==> src/rtl/core/rre_pkg.sv <==
// ----------------------------------------------------------------------------
// rre_pkg
// Shared widths, command codes and error codes of the fraction evaluator.
// ----------------------------------------------------------------------------
package rre_pkg;

  localparam int STACK_DEPTH = 8;
  localparam int ADDR_W      = $clog2(STACK_DEPTH);
  localparam int SP_W        = $clog2(STACK_DEPTH + 1);
  localparam int WORD_W      = 32;
  localparam int ENTRY_W     = 2 * WORD_W;

  typedef logic [2:0] cmd_t;
  typedef logic [1:0] err_t;

  localparam cmd_t CMD_PUSH = 3'd0;
  localparam cmd_t CMD_ADD  = 3'd1;
  localparam cmd_t CMD_SUB  = 3'd2;
  localparam cmd_t CMD_MUL  = 3'd3;
  localparam cmd_t CMD_DIV  = 3'd4;
  localparam cmd_t CMD_END  = 3'd5;

  localparam err_t ERR_NONE  = 2'd0;
  localparam err_t ERR_UNDER = 2'd1;
  localparam err_t ERR_OVER  = 2'd2;
  localparam err_t ERR_ZERO  = 2'd3;

endpackage

==> src/rtl/core/rpn_rational_evaluator_top.sv <==
// ----------------------------------------------------------------------------
// rpn_rational_evaluator_top
// Postfix evaluator over 32-bit fractions with a small stack in RAM.
// ----------------------------------------------------------------------------
// An operator makes two stack reads through the registered RAM port, then two
// or three products from the one shared 32x32 multiplier, then the write-back.
// An end token runs its divisions on the shared bit-serial divider: one for the
// quotient and remainder, one per Euclid step, two for the reduction, plus the
// output handoff; an end with an error pending goes straight to the handoff.
// The block takes no beat while a token is in work. Products, sums and
// quotients wrap at 32 bits.
module rpn_rational_evaluator_top (
  input  logic        clk,
  input  logic        rst,
  input  logic        s_tvalid,
  output logic        s_tready,
  input  logic [63:0] s_tdata,   // [31:0] operand_numerator, [63:32] operand_denominator
  input  logic [2:0]  s_tuser,   // [2:0] command
  output logic        m_tvalid,
  input  logic        m_tready,
  output logic [95:0] m_tdata,   // [31:0] integer_part, [63:32] fraction_numerator,
                                 // [95:64] fraction_denominator
  output logic [2:0]  m_tuser    // [0] has_fraction, [2:1] error_code
);
  import rre_pkg::*;

  typedef enum logic [3:0] {
    IDLE, OP_HI, OP_LO, OP_MUL, OP_WR,
    E_LD, E_Q, E_G, E_GW, E_R1W, E_R2, E_R2W, FIN
  } state_t;

  state_t             state;
  logic [SP_W-1:0]    sp;
  err_t               sticky;
  cmd_t               cmd_q;
  logic [1:0]         step;
  logic [WORD_W-1:0]  tn, td, ln, ld, rn, rd, prod;
  logic [WORD_W-1:0]  a_r, b_r, d_r, r_r;
  logic [WORD_W-1:0]  res_ip, res_fn, res_fd;
  err_t               res_err;

  logic               accept;
  cmd_t               cmd;
  logic               we;
  logic [ADDR_W-1:0]  waddr, raddr;
  logic [ENTRY_W-1:0] wdata, rdata;
  logic [WORD_W-1:0]  ma, mb;
  logic [2*WORD_W-1:0] mfull;
  logic               div_start, div_done;
  logic [WORD_W-1:0]  div_a, div_b, div_q, div_r;
  logic [SP_W-1:0]    sp_m1, sp_m2;

  assign s_tready = (state == IDLE);
  assign accept   = s_tvalid && s_tready;
  assign cmd      = s_tuser;
  assign sp_m1    = sp - SP_W'(1);
  assign sp_m2    = sp - SP_W'(2);

  rre_ram #(.WIDTH(ENTRY_W), .DEPTH(STACK_DEPTH)) u_stack (
    .clk   (clk),
    .we    (we),
    .waddr (waddr),
    .wdata (wdata),
    .raddr (raddr),
    .rdata (rdata)
  );

  rre_div u_div (
    .clk   (clk),
    .rst   (rst),
    .start (div_start),
    .a     (div_a),
    .b     (div_b),
    .done  (div_done),
    .quo   (div_q),
    .rem   (div_r)
  );

  // stack port: push writes at the accept edge, operators write back the lower entry
  always_comb begin
    we    = 1'b0;
    waddr = sp[ADDR_W-1:0];
    wdata = s_tdata;
    raddr = (state == OP_HI) ? sp_m2[ADDR_W-1:0] : sp_m1[ADDR_W-1:0];
    if (accept && cmd == CMD_PUSH && sp < SP_W'(STACK_DEPTH)) begin
      we = 1'b1;
    end else if (state == OP_WR) begin
      we    = 1'b1;
      waddr = sp_m2[ADDR_W-1:0];
      wdata = {rd, rn};
    end
  end

  // shared multiplier operands
  always_comb begin
    ma = ld;
    mb = td;
    case (step)
      2'd0: begin
        ma = ln;
        mb = (cmd_q == CMD_MUL) ? tn : td;
      end
      2'd1: begin
        ma = ld;
        mb = (cmd_q == CMD_MUL) ? td : tn;
      end
      default: begin
        ma = ld;
        mb = td;
      end
    endcase
  end

  assign mfull = ma * mb;

  always_comb begin
    div_start = 1'b0;
    div_a     = a_r;
    div_b     = b_r;
    case (state)
      E_LD: begin
        div_start = (rdata[ENTRY_W-1:WORD_W] != '0);
        div_a     = rdata[WORD_W-1:0];
        div_b     = rdata[ENTRY_W-1:WORD_W];
      end
      E_G: begin
        div_start = 1'b1;
        if ($signed(b_r) > 0) begin
          div_a = a_r;
          div_b = b_r;
        end else begin
          div_a = r_r;
          div_b = a_r;
        end
      end
      E_R2: begin
        div_start = 1'b1;
        div_a     = d_r;
        div_b     = a_r;
      end
      default: div_start = 1'b0;
    endcase
  end

  always_ff @(posedge clk) begin
    if (rst) begin
      state    <= IDLE;
      sp       <= '0;
      sticky   <= ERR_NONE;
      m_tvalid <= 1'b0;
    end else begin
      // the final state decides the output valid on its own
      if (m_tvalid && m_tready && state != FIN) begin
        m_tvalid <= 1'b0;
      end
      case (state)
        IDLE: begin
          if (accept) begin
            cmd_q <= cmd;
            case (cmd)
              CMD_PUSH: begin
                if (sp < SP_W'(STACK_DEPTH)) begin
                  sp <= sp + SP_W'(1);
                end else if (sticky == ERR_NONE) begin
                  sticky <= ERR_OVER;
                end
              end
              CMD_ADD, CMD_SUB, CMD_MUL, CMD_DIV: begin
                if (sp < SP_W'(2)) begin
                  if (sticky == ERR_NONE) begin
                    sticky <= ERR_UNDER;
                  end
                end else begin
                  state <= OP_HI;
                end
              end
              CMD_END: begin
                sp     <= '0;
                sticky <= ERR_NONE;
                res_ip <= '0;
                res_fn <= '0;
                res_fd <= '0;
                if (sticky != ERR_NONE) begin
                  res_err <= sticky;
                  state   <= FIN;
                end else if (sp == '0) begin
                  res_err <= ERR_UNDER;
                  state   <= FIN;
                end else begin
                  state <= E_LD;
                end
              end
              default: state <= IDLE;
            endcase
          end
        end
        OP_HI: begin
          tn    <= rdata[WORD_W-1:0];
          td    <= rdata[ENTRY_W-1:WORD_W];
          state <= OP_LO;
        end
        OP_LO: begin
          ln    <= rdata[WORD_W-1:0];
          ld    <= rdata[ENTRY_W-1:WORD_W];
          step  <= '0;
          state <= OP_MUL;
        end
        OP_MUL: begin
          prod <= mfull[WORD_W-1:0];
          step <= step + 2'd1;
          case (step)
            2'd1: rn <= prod;
            2'd2: begin
              if (cmd_q == CMD_ADD) begin
                rn <= rn + prod;
              end else if (cmd_q == CMD_SUB) begin
                rn <= rn - prod;
              end else begin
                rd    <= prod;
                state <= OP_WR;
              end
            end
            2'd3: begin
              rd    <= prod;
              state <= OP_WR;
            end
            default: rn <= rn;
          endcase
        end
        OP_WR: begin
          sp    <= sp_m1;
          state <= IDLE;
        end
        E_LD: begin
          d_r <= rdata[ENTRY_W-1:WORD_W];
          if (rdata[ENTRY_W-1:WORD_W] == '0) begin
            res_err <= ERR_ZERO;
            state   <= FIN;
          end else begin
            state <= E_Q;
          end
        end
        E_Q: begin
          if (div_done) begin
            res_ip <= div_q;
            r_r    <= div_r;
            a_r    <= div_r;
            b_r    <= d_r;
            state  <= E_G;
          end
        end
        E_G: begin
          state <= ($signed(b_r) > 0) ? E_GW : E_R1W;
        end
        E_GW: begin
          if (div_done) begin
            a_r   <= b_r;
            b_r   <= div_r;
            state <= E_G;
          end
        end
        E_R1W: begin
          if (div_done) begin
            res_fn <= div_q;
            state  <= E_R2;
          end
        end
        E_R2: state <= E_R2W;
        E_R2W: begin
          if (div_done) begin
            res_fd  <= div_q;
            res_err <= ERR_NONE;
            state   <= FIN;
          end
        end
        FIN: begin
          // hold until the output register is free
          if (!m_tvalid || m_tready) begin
            m_tvalid <= 1'b1;
            m_tdata  <= {res_fd, res_fn, res_ip};
            m_tuser  <= {res_err, (res_fn != '0) && (res_fd != '0)};
            state    <= IDLE;
          end
        end
        default: state <= IDLE;
      endcase
    end
  end

endmodule

==> src/rtl/core/rre_ram.sv <==
// ----------------------------------------------------------------------------
// rre_ram
// Generic single-write, single-read RAM with registered read data.
// ----------------------------------------------------------------------------
module rre_ram #(
  parameter int WIDTH = 64,
  parameter int DEPTH = 8
) (
  input  logic                     clk,
  input  logic                     we,
  input  logic [$clog2(DEPTH)-1:0] waddr,
  input  logic [WIDTH-1:0]         wdata,
  input  logic [$clog2(DEPTH)-1:0] raddr,
  output logic [WIDTH-1:0]         rdata
);

  logic [WIDTH-1:0] mem [DEPTH];

  always_ff @(posedge clk) begin
    if (we) begin
      mem[waddr] <= wdata;
    end
    rdata <= mem[raddr];
  end

endmodule

==> src/rtl/core/rre_div.sv <==
// ----------------------------------------------------------------------------
// rre_div
// Signed truncating divider, one quotient bit per cycle. A zero divisor acts
// as one and division by minus one wraps, both with a zero remainder.
// ----------------------------------------------------------------------------
module rre_div (
  input  logic                       clk,
  input  logic                       rst,
  input  logic                       start,
  input  logic [rre_pkg::WORD_W-1:0] a,
  input  logic [rre_pkg::WORD_W-1:0] b,
  output logic                       done,
  output logic [rre_pkg::WORD_W-1:0] quo,
  output logic [rre_pkg::WORD_W-1:0] rem
);
  import rre_pkg::*;

  typedef enum logic [1:0] {S_IDLE, S_RUN, S_FIX} state_t;

  state_t            state;
  logic [WORD_W-1:0] qr;
  logic [WORD_W-1:0] rr;
  logic [WORD_W-1:0] ub;
  logic [4:0]        cnt;
  logic              q_neg;
  logic              r_neg;
  logic [WORD_W:0]   shifted;
  logic [WORD_W:0]   trial;

  assign shifted = {rr, qr[WORD_W-1]};
  assign trial   = shifted - {1'b0, ub};

  always_ff @(posedge clk) begin
    if (rst) begin
      state <= S_IDLE;
      done  <= 1'b0;
    end else begin
      done <= 1'b0;
      case (state)
        S_IDLE: begin
          if (start) begin
            if (b == '0) begin
              quo   <= a;
              rem   <= '0;
              done  <= 1'b1;
            end else if (b == '1) begin
              quo   <= '0 - a;
              rem   <= '0;
              done  <= 1'b1;
            end else begin
              qr    <= a[WORD_W-1] ? ('0 - a) : a;
              ub    <= b[WORD_W-1] ? ('0 - b) : b;
              rr    <= '0;
              cnt   <= '0;
              q_neg <= a[WORD_W-1] ^ b[WORD_W-1];
              r_neg <= a[WORD_W-1];
              state <= S_RUN;
            end
          end
        end
        S_RUN: begin
          // restoring step: keep the trial difference when it did not borrow
          if (!trial[WORD_W]) begin
            rr <= trial[WORD_W-1:0];
            qr <= {qr[WORD_W-2:0], 1'b1};
          end else begin
            rr <= shifted[WORD_W-1:0];
            qr <= {qr[WORD_W-2:0], 1'b0};
          end
          cnt <= cnt + 5'd1;
          if (cnt == 5'd31) begin
            state <= S_FIX;
          end
        end
        S_FIX: begin
          quo   <= q_neg ? ('0 - qr) : qr;
          rem   <= r_neg ? ('0 - rr) : rr;
          done  <= 1'b1;
          state <= S_IDLE;
        end
        default: state <= S_IDLE;
      endcase
    end
  end

endmodule
==> config.mk <==
export PLATFORM = sky130hd
export DESIGN_NAME = rpn_rational_evaluator_top
export DESIGN_NICKNAME = d
export VERILOG_FILES = /design/src/rtl/core/rre_pkg.sv /design/src/rtl/core/rpn_rational_evaluator_top.sv /design/src/rtl/core/rre_ram.sv /design/src/rtl/core/rre_div.sv
export SDC_FILE = /design/constraint.sdc
export NUM_CORES = 2
export LEC_CHECK = 0
export BUFFER_PORTS_ARGS = -buffer_cell sky130_fd_sc_hd__buf_2
export CORE_UTILIZATION = 25
export DETAILED_ROUTE_END_ITERATION = 10
export GPL_TIMING_DRIVEN = 0
export RECOVER_POWER = 100
export SLEW_MARGIN = 10
export SYNTH_ARGS = -nofsm -noshare
export SYNTH_HDL_FRONTEND = slang
export SYNTH_SLANG_ARGS = --single-unit
export TNS_END_PERCENT = 10
==> constraint.sdc <==
create_clock -name clk -period 16 [get_ports clk]
set_clock_uncertainty 0.1 [all_clocks]
set_input_delay 0.8 -clock clk [delete_from_list [all_inputs] [get_ports clk]]
set_output_delay 0.8 -clock clk [all_outputs]
set_load 0.02 [all_outputs]
After elaboration in Yosys (flattened, before gate mapping)
Memory sizes are Yosys's and may differ from the RTL's. A register that Yosys moved wholly into a read port is not among the register bits.
Index checks and enable logic that the tools add are counted.
W data, S select, Z words.
{ "op_classes": {"multipliers": 1, "n_bitwise": 4, "reduce_logical": 57, "add_sub_neg": 12, "order_cmp": 3, "mux": 105, "n_eq_ne": 57} }
{ "ops": {"columns": ["cell", "n"], "rows": [
  ["$mux W32", 31],
  ["$pmux W32 S2", 12],
  ["$pmux W32 S3", 2],
  ["$mux W64", 2],
  ["$sub A1 B32 Y32 const A", 4],
  ["$reduce_bool A32 Y1", 3],
  ["$logic_not A32 Y1", 2],
  ["$mux W4", 13],
  ["$pmux W4 S11", 1],
  ["$sub A33 B32 Y33", 1],
  ["$add A32 B32 Y32", 1],
  ["$eq A32 B32 Y1 const B", 1],
  ["$gt A32 B1 Y1 const B", 1],
  ["$mul A32 B32 Y32", 1],
  ["$sub A32 B32 Y32", 1],
  ["$mux W31", 1],
  ["$reduce_and A5 Y1", 6],
  ["$mux W2", 14],
  ["$pmux W4 S2", 3],
  ["$ne A2 B2 Y1 const B", 11],
  ["$reduce_bool A2 Y1", 11],
  ["$eq A4 B4 Y1 const B", 5],
  ["$reduce_and A4 Y1", 5],
  ["$ne A2 B1 Y1 const B", 9],
  ["43 further kinds", 98]
]} }
{ "word_totals": {"output_inout_bits": 101, "reg_bits": 735, "elab_cells": 274, "inputBits": 71, "ramBits": 512, "n_memories": 1} }
{ "memory_table": {"columns": ["name", "depth", "word_bits", "rd", "rd_clocked_by_memory_dff", "wr", "line_no", "rtl"], "rows": [
  ["u_stack.mem", 8, 64, 1, 1, 1, "rre_ram.sv:17", "logic [WIDTH-1:0] mem [DEPTH];"]
]} }

Depth between registers and ports, before layout
{ "depth": {"word_depth": 9, "mapped_depth": 35, "ltp_nobuf": 31} }

By module
A second synthesis with hierarchy kept.
{ "hier_totals": {"hier_cells": 5595, "area_unflattened_um2": 72159.2} }
{ "by_module_without_submodules": {"columns": ["module", "area_each_um2", "seq_area_each_um2", "instances", "cells_each"], "rows": [
  ["rpn_rational_evaluator_top", 40162.3, 16856.2, 1, 3576],
  ["rre_ram", 20547.2, 16656.0, 1, 816],
  ["rre_div", 11449.7, 5074.9, 1, 1203]
]} }

Least setup slack after synthesis
Ideal clock, no wire load.
{ "synth_path": {"path_kind": "input to register", "start": "in rst", "end": "reg m_tdata[0], enable pin", "n_path_buf": 2, "t_required_ns": 15.064, "t_arrival_ns": 11.432, "setup_time_ns": 0.836, "setup_slack_ns": 3.633, "path_stages": 3, "cell_sequence": "clkbuf_1 > clkbuf_1 > nor4b_1"} }
{ "synth_between": {"elab_chain_len": 2} }
{ "synth_rtl": {"columns": ["item", "line_no", "rtl"], "rows": [
  ["start: declaration", "rpn_rational_evaluator_top.sv:14", "input logic rst,"],
  ["$not A1 Y1 (no source line)", null, null],
  ["$reduce_and A3 Y1 (no source line)", null, null],
  ["end signal: assignment", "rpn_rational_evaluator_top.sv:280", "m_tdata <= {res_fd, res_fn, res_ip};"],
  ["end: declaration", "rpn_rational_evaluator_top.sv:21", "output logic [95:0] m_tdata,"]
]} }
Every way passes these cells.
A chain may end at the register's enable or synchronous reset.

Worst setup path after layout
{ "layout_path": {"start": "reg step[1]", "end": "reg prod[31] (data pin)"} }
{ "layout_between": {"elab_chain_len": 3, "word_cells_on_any_way": 5, "cone_classes": "mul (1); eq/ne (1); mux (2); reduce/logical (1)"} }
{ "layout_rtl": {"columns": ["item", "line_no", "rtl"], "rows": [
  ["start: declaration", "rpn_rational_evaluator_top.sv:36", "logic [1:0] step;"],
  ["start signal: assignment", "rpn_rational_evaluator_top.sv:210", "step <= step + 2'd1;"],
  ["$eq A2 B1 Y1 / $logic_not A2 Y1 (equally long branches)", "rpn_rational_evaluator_top.sv:98", "case (step)"],
  ["$pmux W32 S2 / $mux W32 (equally long branches)", "rpn_rational_evaluator_top.sv:98", null],
  ["$mul A32 B32 Y32 *", "rpn_rational_evaluator_top.sv:114", "assign mfull = ma * mb;"],
  ["via mfull[31]", "rpn_rational_evaluator_top.sv:48", "logic [2*WORD_W-1:0] mfull;"],
  ["end signal: assignment", "rpn_rational_evaluator_top.sv:209", "prod <= mfull[WORD_W-1:0];"],
  ["end: declaration", "rpn_rational_evaluator_top.sv:37", "logic [WORD_W-1:0] tn, td, ln, ld, rn, rd, prod;"]
]} }
The timed path passes the listed nets; every way through them passes the cells marked *.

==> impl_metrics.yaml <==
clock_tree:
  cts_root_buf: "clkbuf_16"
  cts.sinks: 1311
  clk_path_buf_depth: 3
  cts_hold_buf: 0
  numCtsBuffers: 119
  clk_latency_ns: 0.78
  clk_pin_slew_worst_paths_ns: 0.07
  cts_tree: "built"
  post-cts-setup-buffers: 0
  htree_levels: 3
  cts_resized: 0
yosys:
  yosysTopAreaCell: "edfxtp_1"
  synth-seq-area-share_pct: 53.22
  synth_ff_type: "edfxtp_1"
  ys_types: 98
  synthTopCellsByCount: "1233 x edfxtp_1, 641 x nand2_1, 488 x inv_1"
  syn-cell-area_um2: 72500
  yosysTopAreaCellShare_pct: 51.07
  postSynthAreaPerCell_um2: 12.91
  ys_warn_count: 0
  syn_nets: 6299
  synthTopCellsByArea: "edfxtp_1 51%, fa_1 11%, mux4_2 4.0%"
  synth.most_common_cell: "edfxtp_1"
  synth-edff-count: 1233
  synthCells: 5614
  ys_ff_latch: 1311
  async_reset_ff_share_pct: 0
place:
  place_area_um2: 79590
  io_buffers: 170
  hpwl_um: 179800
  gp_congestion: 0.9380
routing:
  maxUsedRoutingLayer: "met4"
  vias_per_cell: 4.904
  met1_length_um: 101000
  dr_wl_met3_um: 21900
  met2_length_um: 104700
  wl_um: 234500
  wire_per_inst_um: 23.71
  drt-pass1-iter-count: 7
  drtIter0Drc: 5949
  postRouteAntennaNets: 0
  drc: 0
  vias: 48490
sta:
  setup_viol: 0
  finalSetupTns_ns: 0
  worst_slew_pin_slew_ns: 2.996
  slew_violations: 495
  hold_viol: 0
  rsz0062_at_grt: "false"
  slew_headroom_pct: -99.74
  fin_crit_ns: 12.08
  final.period_utilization_pct: 75.53
  fmax_ghz: 0.08275
cells_and_area:
  fin_util_pct: 28.59
  finalInstanceArea_um2: 82380
  area_delta_synth_final_pct: 13.62
  drive_gt1_share_pct: 10.29
  final_nets: 6688
run:
  maxCapViolations: 23
worst_hold_path:
  hold_class: "in2reg"
floorplanning:
  die_h_um: 540.5
  core_area_um2: 288100
  dieArea_um2: 292200
  ios: 172
  initial_core_util_pct: 25.16
  rows: 197
  fp.dieW_um: 540.5
setup_path:
  worstSetupPathType: "reg2reg"
  slowest_delay_ns: 0.86
  worstSetupStartpointType: "flop"
  path_max_fanout: 10
  end_kind: "flop"
  worstPathArrival_ns: 12.47
  critPathSlowestCell: "clkbuf_1"
  required_ns: 16.39
grt:
  grt_max_degree: 50
  antenna_found_initial: 17
  grt_pass1_wl_um: 336000
  globalRoute.totalOverflow: 0
  grt_pass1_vias: 48020
  grt_use_total_pct: 15.62
run_status:
  violations: "capacitance limit, slew limit"
  outcome: "finished with violations"
==> final timing paths <==
check / startpoint / to / slack (ns) / cells past startpoint
worst max register to register: step[1]$_SDFFCE_PN0P_ / prod[31]$_DFFE_PP_ / 3.92 / 33
worst min register to register: res_fd[20]$_SDFFCE_PN0P_ / m_tdata[84]$_DFFE_PP_ / 0.31 / 0
worst min-delay path: s_tuser[2] / cmd_q[2]$_DFFE_PP_ / 0.25 / 1
worst max-delay path: step[1]$_SDFFCE_PN0P_ / prod[31]$_DFFE_PP_ / 3.92 / 33
==> state kept, by name, summed over array words and instances, names as in the netlist, 5 cells and up <==
signal,flops
res_ip,32
u_div.rr,32
u_stack.rdata,64
rd,32
ld,32
tn,32
u_div.ub,32
res_fd,32
u_div.quo,32
m_tdata,96
a_r,32
rn,32
td,32
res_fn,32
u_div.cnt,5
b_r,32
r_r,32
prod,32
ln,32
u_stack.mem,512
d_r,32
u_div.qr,32
u_div.rem,32
==> through the flow <==
step | hold slack (ns) | std cells | worst slack, ns
2_1_floorplan | 0.3003 | 5614 | 3.633
3_3_place_gp | 0.3045 | 9565 | -0.9908
3_5_place_dp | 0.3054 | 9660 | 4.375
4_1_cts | 0.1460 | 9881 | 4.270
5_1_grt | 0.2418 | 9884 | 3.476
6_report | 0.2537 | 9889 | 3.916
==> cell usage in the layout, fill, tap and decap left out, types with 137 or more instances in the layout <==
cell type	instances
edfxtp_1	1233
nand2_1	642
inv_1	488
nor2_1	471
clkbuf_1	421
fa_1	410
ha_1	204
xnor2_1	170
mux2_2	139
o21ai_0	137
==> final cells by class <==
class	count	area, µm²
tap	3781	4731
antenna	5	12.51
multi-input combinational	3581	31110
clock buffer	165	3368
buffer	234	913.4
clock inverter	56	614.3
timing repair buffer	268	1212
fill	29220	205800
sequential	1311	38590
inverter	488	1832
==> cells by family (layout without fill, tap and decap cells) <==
logic type	after synthesis	after routing	synth area share, %
buffers and inverters	722	1211	3.852
AO/OA/AOI/OAI	717	717	7.056
multiplexers	368	368	7.591
XOR/XNOR	272	272	3.324
AND/OR/NAND/NOR	1609	1609	10.10
flip-flops	1311	1311	53.22
other	0	5	0
adder cells (fa/ha/maj)	615	615	14.85
==> worst max-delay path: cells and delay by family, from the launching register on <==
family | cells | cell delay (ns)
buffers and inverters | 11 | 4.22
adder cells (fa/ha/maj) | 10 | 4.00
AO/OA/AOI/OAI | 6 | 1.71
AND/OR/NAND/NOR | 4 | 0.66
multiplexers | 1 | 0.49
flip-flops | 1 | 0.45
XOR/XNOR | 1 | 0.15
==> metal layers <==
| layer | track usage [%] | vias up |
|---|---|---|
| met3 | 3.048 | 359 |
| met2 | 24.33 | 2366 |
| met1 | 21.97 | 24890 |
| li1 | - | 20870 |
| met5 | 0 | - |
| met4 | 4.317 | 0 |
Power is left out: the tool's default activity adds up to more than one toggle a clock period on the data nets, which glitch-free logic cannot reach.
